[src/rtl/assert_macros.svh]
// Assertion macros used by the top level of the pixel sample accumulator.
`ifndef ASSERT_MACROS_SVH
`define ASSERT_MACROS_SVH
`ifndef SYNTHESIS
`define PSA_ASSERT_IMPL(label, clk, rst, ante, cons, msg) \
   label: assert property (@(posedge clk) disable iff (rst) (ante) |-> (cons)) else $error(msg);
`define PSA_ASSERT_NEXT(label, clk, rst, ante, cons, msg) \
   label: assert property (@(posedge clk) disable iff (rst) (ante) |=> (cons)) else $error(msg);
`else
`define PSA_ASSERT_IMPL(label, clk, rst, ante, cons, msg)
`define PSA_ASSERT_NEXT(label, clk, rst, ante, cons, msg)
`endif
`endif

[src/rtl/psa_ram.sv]
// Generic single-write, single-read RAM with a registered read port.
module psa_ram #(
   parameter int WIDTH = 8,
   parameter int DEPTH = 16
) (
   input  logic                             clock,
   input  logic                             wr_en,
   input  logic [$clog2(DEPTH)-1:0]         wr_addr,
   input  logic [WIDTH-1:0]                 wr_data,
   input  logic                             rd_en,
   input  logic [$clog2(DEPTH)-1:0]         rd_addr,
   output logic [WIDTH-1:0]                 rd_data
);

   logic [WIDTH-1:0] mem_ff [DEPTH];
   logic [WIDTH-1:0] rd_data_ff;

   always_ff @(posedge clock) begin
      if (wr_en) begin
         mem_ff[wr_addr] <= wr_data;
      end
      if (rd_en) begin
         rd_data_ff <= mem_ff[rd_addr];
      end
   end

   assign rd_data = rd_data_ff;

endmodule

[config.mk]
export PLATFORM = sky130hd
export DESIGN_NAME = psa_ram
export DESIGN_NICKNAME = d
export VERILOG_FILES = /design/src/rtl/assert_macros.svh /design/src/rtl/psa_ram.sv
export SDC_FILE = /design/constraint.sdc
export NUM_CORES = 1
export LEC_CHECK = 0
export ABC_AREA = 1
export BUFFER_PORTS_ARGS = -buffer_cell sky130_fd_sc_hd__clkbuf_2
export CAP_MARGIN = 25
export CORE_AREA = 2 2 117 119
export CTS_CLUSTER_SIZE = 8
export DETAILED_ROUTE_END_ITERATION = 8
export DIE_AREA = 0 0 119 121
export PLACE_DENSITY = 0.57
export SLEW_MARGIN = 10
export SYNTH_ARGS = -nofsm -noshare
export SYNTH_HDL_FRONTEND = slang
export SYNTH_SLANG_ARGS = --single-unit
[constraint.sdc]
create_clock -name clock -period 1.45 [get_ports clock]
set_input_delay 0.0725 -clock clock [delete_from_list [all_inputs] [get_ports clock]]
set_output_delay 0.0725 -clock clock [all_outputs]
set_load 0.01 [all_outputs]
# Word-level counts from Yosys, hierarchy flattened

Memory sizes are Yosys's and may differ from the RTL's. A register that Yosys moved wholly into a read port is not among the register bits.
Cells that the tools add are included.
Widths: inputs -> output; s select.

Flip-flop bits (word level): 0
Bits in latches: 0
Memory bits (writable): 128
Memory bits (read-only): 0
Output and inout port bits: 8
Logic and storage cells: 3
Memories: 1

Add/sub/neg operators: 0
Multiply operators: 0
Divide/modulo/power cells: 0
Magnitude comparators: 0
Equal/unequal tests: 0
Shifts and indexed selects: 0
Mux-type cells: 2
Bitwise gates (word level): 0
Reductions and logical operators: 0

Memory list:

| name   | depth | bits a word | rd ports | clocked after memory_dff | write ports | RTL line      | text |
|---|---|---|---|---|---|---|---|
| mem_ff | 16    | 8           | 1        | 1                        | 1           | psa_ram.sv:15 | `logic [WIDTH-1:0] mem_ff [DEPTH];` |

Operators by type and width:

| kind   | count |
|---|---|
| $mux 1 | 2 |

# Logic depth before layout (Yosys ltp)

Gate-level depths: netlist of run 1.

Word-level depth: 2
Mapped depth: 8
Depth with buffers taken out: 7

# Worst setup path after synthesis of run 1

No wires, ideal clock.

Kind: input to register
Start point: in wr_addr[2]
End point: mem mem_ff[10][0], enable pin
Library setup time: 0.370 ns
Arrival: 0.653 ns
Data required time: 1.080 ns
Setup slack: 0.427 ns
Stages: 2
Buffers on the path: 0
Cell sequence: nand3b_1 -> nor2_1

RTL lines:

| what        | RTL line      | text |
|---|---|---|
| from (decl) | psa_ram.sv:8  | `input logic [$clog2(DEPTH)-1:0] wr_addr,` |
| to (decl)   | psa_ram.sv:15 |  |

No word-level cell before the write port.

==> results of run 1 <==
## cells in the mapped netlist
| cell | n | area share |
|---|---|---|
| edfxtp_1 | 136 | 0.70 |
| buf_6 | 6 | 0.012 |
| nor2_1 | 17 | 0.011 |
| buf_2 | 13 | 0.011 |
| inv_2 | 2 | 0.0013 |
| inv_1 | 100 | 0.064 |
| nand2_1 | 173 | 0.11 |
| nand3b_1 | 2 | 0.0026 |
| nand3_1 | 97 | 0.083 |
| buf_1 | 1 | 0.00064 |
| buf_4 | 4 | 0.0051 |
## flip-flops by register name, indices dropped and copies added, names as in the netlist
name	flops
mem_ff	128
rd_data	8
## power groups by stage
stage / sequential (mW) / clock [mW] / combinational (mW)
after floorplan: 4.54 / 0 / 0.310
after global placement: 4.53 / 0 / 0.556
after detailed placement: 4.54 / 0 / 0.559
after CTS: 4.45 / 4.26 / 0.561
after global routing: 4.46 / 4.43 / 0.619
final: 4.45 / 4.18 / 0.553
## final timing paths
path                                    to     startpoint  slack, ps  cells after the start
worst max-delay path            rd_data[0]   mem_ff[5][0]        280                      6
worst min-delay path            rd_data[7]          rd_en         40                      1
worst max register to register  rd_data[0]   mem_ff[5][0]        280                      6
worst min register to register  rd_data[7]  mem_ff[13][7]        770                      6
## cell families (layout without fill, tap and decap cells)
group                  Yosys count  in the layout
AND/OR/NAND/NOR                289            289
flip-flops                     136            136
buffers and inverters          126            185
## cell usage in the layout (no fill, tap or decap)
| master | Yosys | routed |
|---|---|---|
| nand2_1 | 173 | 173 |
| clkbuf_1 | 0 | 3 |
| clkinv_1 | 0 | 2 |
| clkbuf_2 | 0 | 26 |
| buf_12 | 0 | 3 |
| nand3_1 | 97 | 97 |
| clkbuf_16 | 0 | 17 |
| buf_4 | 4 | 22 |
| nand3b_1 | 2 | 2 |
| clkinv_2 | 0 | 7 |
| inv_2 | 2 | 2 |
| edfxtp_1 | 136 | 136 |
| inv_1 | 100 | 100 |
| nor2_1 | 17 | 17 |
| bufinv_16 | 0 | 3 |
## per-layer routing
layer / GRT usage / up-vias / share of wire
met5: 0 / - / 0
met4: 0.0789 / 0 / 0.017
met3: 0.0517 / 21 / 0.063
met2: 0.301 / 133 / 0.46
met1: 0.295 / 1807 / 0.46
li1: - / 1876 / -
## cell type report
type                    instances  share of cell area
clock buffers                  20              0.0640
clock inverters                12              0.0194
inverters                     102              0.0561
multi-input cells             289               0.178
flip-flops and latches        136               0.598
well taps                     176              0.0323
repair buffers                 51              0.0521
## worst max-delay path, stage by stage (launching register included)
cell and delay (ps):
edfxtp_1 360, inv_1 60, nand2_1 40, nand3_1 120, nand3_1 120, nand3_1 110, nand2_1 90
==> impl_metrics.py, run 1 <==
metrics = {
    "power_and_ir_drop": {
        "p_int_mw": 7.26,
        "power_mw": 9.19,
        "ir_worst_vdd_v": 0.000724,
        "seq_power_share": 0.485,
        "clockPowerShare": 0.455,
        "p_leak_nw": 2.97,
        "p_sw_frac": 0.210,
        "powerDensity_nw_per_um2": 1350,
        "p_comb_frac": 0.060,
        "p_sw_mw": 1.93,
    },
    "yosys": {
        "syn-num-nets": 570,
        "synth-xor-area-share": 0,
        "synth_mux_area_frac": 0,
        "synth-compound-area-share": 0,
        "synth.distinct_cells": 11,
        "yosys.area_share.simple": 0.208,
        "synth_fa_ha_area_frac": 0,
        "syn_area_sq_um": 5850,
        "syn_avg_cell_area_sq_um": 10.6,
        "synth_warnings": 0,
        "synth_seq_cells": 136,
        "seq_area_frac_synth": 0.698,
        "synth_top_family_by_area": "simple AND/OR/NAND/NOR gates",
        "syn_inst": 551,
    },
    "timing": {
        "hold_slack_ps": 40.6,
        "max-slew-margin-rel": 0.598,
        "tightest_slew_ps": 603,
        "drv_slew": 0,
        "finalHoldViolCount": 0,
        "finalCriticalPeriod_ps": 1170,
        "rsz0062_at_grt": "no",
        "timing.setup.tns_ps": 0,
        "finalSetupViolCount": 0,
        "fin_crit_sh": 0.805,
        "fin_skew_ps": 5.42,
        "setup_slack_ps": 282,
        "fmax_ghz": 0.856,
    },
    "setup_path": {
        "arrival_ps": 1330,
        "cp_max_fo": 1,
        "required_ps": 1610,
        "path_class": "reg -> reg",
        "end_kind": "flip-flop",
        "critPathLaunchType": "flip-flop",
    },
    "clocking": {
        "ctsHoldBuffers": 0,
        "cts_sinks": 136,
        "clk_path_buf_depth": 2,
        "numCtsBuffers": 17,
        "post-cts-setup-buffers": 0,
        "postCtsResizedCells": 0,
        "insertion_delay_ps": 420,
        "cts_tree": "yes",
        "cts-root-buf": "clkbuf_16",
        "cts_max_level": 4,
        "path_clk_slew_ps": 60,
    },
    "final_layout": {
        "nets": 616,
        "fin_area_sq_um": 6830,
        "fill_cells": 1165,
        "fin_util": 0.522,
        "diodes": 0,
        "stdcell_count": 786,
        "drive_gt1_frac": 0.131,
        "ff_latch_area_sq_um": 4080,
        "synthToLayoutAreaGrowth_pct": 16.7,
        "multi_input_area_sq_um": 1210,
    },
    "floorplan": {
        "die-area_sq_um": 14400,
        "core-area_sq_um": 13100,
        "start_util": 0.447,
        "dieHeight_um": 121,
        "io_pins": 27,
        "dieWidth_um": 119,
        "fp-row-count": 42,
    },
    "detailed_routing": {
        "drt-total-wl_um": 13600,
        "vias_per_cell": 4.88,
        "first_iter_violations": 363,
        "wl_per_cell_um": 17.4,
        "ant_nets": 0,
        "vias": 3837,
        "drc": 0,
        "firstDrtPassIters": 5,
    },
    "placement": {
        "port_buffers": 26,
        "place_ws_ps": 111,
        "place.gp.congestion": 0.836,
        "dp_hpwl_um": 8480,
        "dp.cells": 754,
        "place_area_sq_um": 6260,
    },
    "outcome": {
        "outcome": "completed",
    },
    "global_route": {
        "gr-total-overflow": 0,
        "grt_max_degree": 43,
        "grt_pass1_vias": 3697,
        "gr-usage-all-layers": 0.205,
        "grt_pass1_wl_um": 21300,
        "antenna_found_initial": 0,
    },
    "flow_run": {
        "cap_violations": 0,
    },
    "min_path": {
        "hp-class": "in -> reg",
    },
}
Note: power is estimated with default switching activity, not from simulation.
==> run 2: changes to the inputs <==
- clock period: 1.45 -> 1.1 ns (I/O delays scaled with it)
==> run 2 against run 1 <==
  * The run now ends with negative setup slack left
  * Register-to-register slack got worse by 290 ps
  * Sequential cell count did not move
  * Non-clock buffer count grew 12
  * Global-route usage up 1.2 points
==> impl_metrics.py, run 2 (same netlist as run 1, synthesis figures left out) <==
metrics = {
    "outcome": {
        "outcome": "finished with violations",
        "violations": "negative setup slack",
    },
    "setup_path": {
        "cpPeakStageDelay_ps": 360,
        "required_ps": 1280,
        "cp_cell_sequence": "inv_1 -> nand2_1 -> nand3_2 -> nand3_2 -> nand3_2 -> nand2_1",
        "cp_max_fo": 1,
        "crit_slowest_cell": "edfxtp_1",
        "end_kind": "flip-flop",
        "crit_top_cell": "nand3_2",
        "path_class": "reg -> reg",
        "critPathLaunchType": "flip-flop",
        "critPathTopFamily": "simple AND/OR/NAND/NOR gates",
        "arrival_ps": 1280,
        "critPathBufInv": 1,
    },
    "clocking": {
        "cts-root-buf": "clkbuf_16",
        "cts_max_level": 4,
        "path_clk_slew_ps": 60,
        "cts_tree": "yes",
        "numCtsBuffers": 17,
        "post-cts-setup-buffers": 0,
        "clk_path_buf_depth": 2,
        "cts_sinks": 136,
        "insertion_delay_ps": 420,
    },
    "final_layout": {
        "fill_cells": 1083,
        "nets": 628,
        "diodes": 0,
        "drive_gt1_frac": 0.211,
        "largest_reg_flops": 128,
        "stdcell_count": 798,
        "fin_area_sq_um": 7260,
        "synthToLayoutAreaGrowth_pct": 24.2,
        "max_flop_register": "mem_ff",
        "mostFrequentLayoutCells": "166 x nand2_1, 136 x edfxtp_1, 100 x inv_1",
        "final_common_cell": "nand2_1",
    },
    "power_and_ir_drop": {
        "power_mw": 13.5,
        "ir_worst_vdd_v": 0.00118,
        "p_comb_frac": 0.064,
        "powerDensity_nw_per_um2": 1860,
        "p_sw_frac": 0.201,
        "seq_power_share": 0.435,
        "p_int_mw": 10.8,
        "p_leak_nw": 3.15,
        "p_sw_mw": 2.71,
        "clockPowerShare": 0.501,
    },
    "detailed_routing": {
        "wl_per_cell_um": 18.0,
        "vias": 3960,
        "drt-total-wl_um": 14400,
        "drc": 0,
        "firstDrtPassIters": 7,
        "vias_per_cell": 4.96,
        "ant_nets": 0,
        "first_iter_violations": 375,
    },
    "timing": {
        "setup_slack_ps": -3.24,
        "hold_slack_ps": 29.9,
        "fin_crit_sh": 1.00,
        "tightest_slew_ps": 501,
        "fmax_ghz": 0.906,
        "rsz0062_at_grt": "yes",
        "fin_skew_ps": 5.87,
        "finalHoldViolCount": 0,
        "max-slew-margin-rel": 0.666,
        "drv_slew": 0,
        "finalSetupViolCount": 1,
        "finalCriticalPeriod_ps": 1100,
    },
    "global_route": {
        "grt_pass1_wl_um": 22500,
        "gr-usage-all-layers": 0.217,
        "grt_max_degree": 48,
        "gr-total-overflow": 0,
        "grt_pass1_vias": 3920,
        "antenna_found_initial": 0,
    },
    "placement": {
        "port_buffers": 26,
        "dp_hpwl_um": 8920,
        "place.gp.congestion": 0.877,
        "dp.cells": 766,
        "place_area_sq_um": 6370,
        "place_ws_ps": -177,
    },
    "min_path": {
        "hp-class": "in -> reg",
    },
    "floorplan": {
        "start_util": 0.447,
        "fp-row-count": 42,
        "dieHeight_um": 121,
        "io_pins": 27,
        "die-area_sq_um": 14400,
        "core-area_sq_um": 13100,
        "dieWidth_um": 119,
    },
    "flow_run": {
        "cap_violations": 0,
    },
}
-- run 2: final cells by class --
type                            count  area [sq um]  area share
Sequential cell                   136          4080       0.562
Multi-Input combinational cell    289          1400       0.193
Clock inverter                     15           278      0.0382
Inverter                          102           383      0.0527
Clock buffer                       17           425      0.0586
Timing Repair Buffer               63           470      0.0648
Tap cell                          176           220      0.0303
-- run 2: path summary, 6_finish.rpt --
| kind | startpoint | to | slack [ps] | depth (start not counted) |
|---|---|---|---|---|
| worst max-delay path | mem_ff[1][4] | rd_data[4] | -3 | 6 |
| worst min-delay path | rd_en | rd_data[7] | 30 | 1 |
| worst max register to register | mem_ff[1][4] | rd_data[4] | -3 | 6 |
| worst min register to register | mem_ff[10][7] | rd_data[7] | 770 | 6 |
-- run 2: power groups by stage --
stage / sequential, mW / clock, mW / combinational (mW)
floorplan: 5.99 / 0 / 0.409
global placement: 5.98 / 0 / 0.790
detailed placement: 5.98 / 0 / 0.794
CTS: 5.87 / 6.84 / 0.818
global route: 5.88 / 7.04 / 0.955
finish: 5.87 / 6.77 / 0.865
-- run 2: routing by layer --
metal,global-route usage,vias up,part of all wire
li1,-,1900,-
met1,0.295,1892,0.44
met2,0.343,143,0.47
met3,0.0517,25,0.061
met5,0,-,0
met4,0.0789,0,0.026
-- run 2: stage by stage --
stage	TNS [ps]	util
global placement	-1050	0.487
finish	-3.24	0.555
CTS	-9.45	0.544
floorplan	0	-
global route	-253	0.555
detailed placement	-1110	0.487
-- run 2: what timing repair did --
item / 4_1_cts / 5_1_grt
hold buffers: 0 / 0
gates resized for setup: 10 / 30
pin swaps: 6 / 15
setup endpoints to repair: 4 / 8
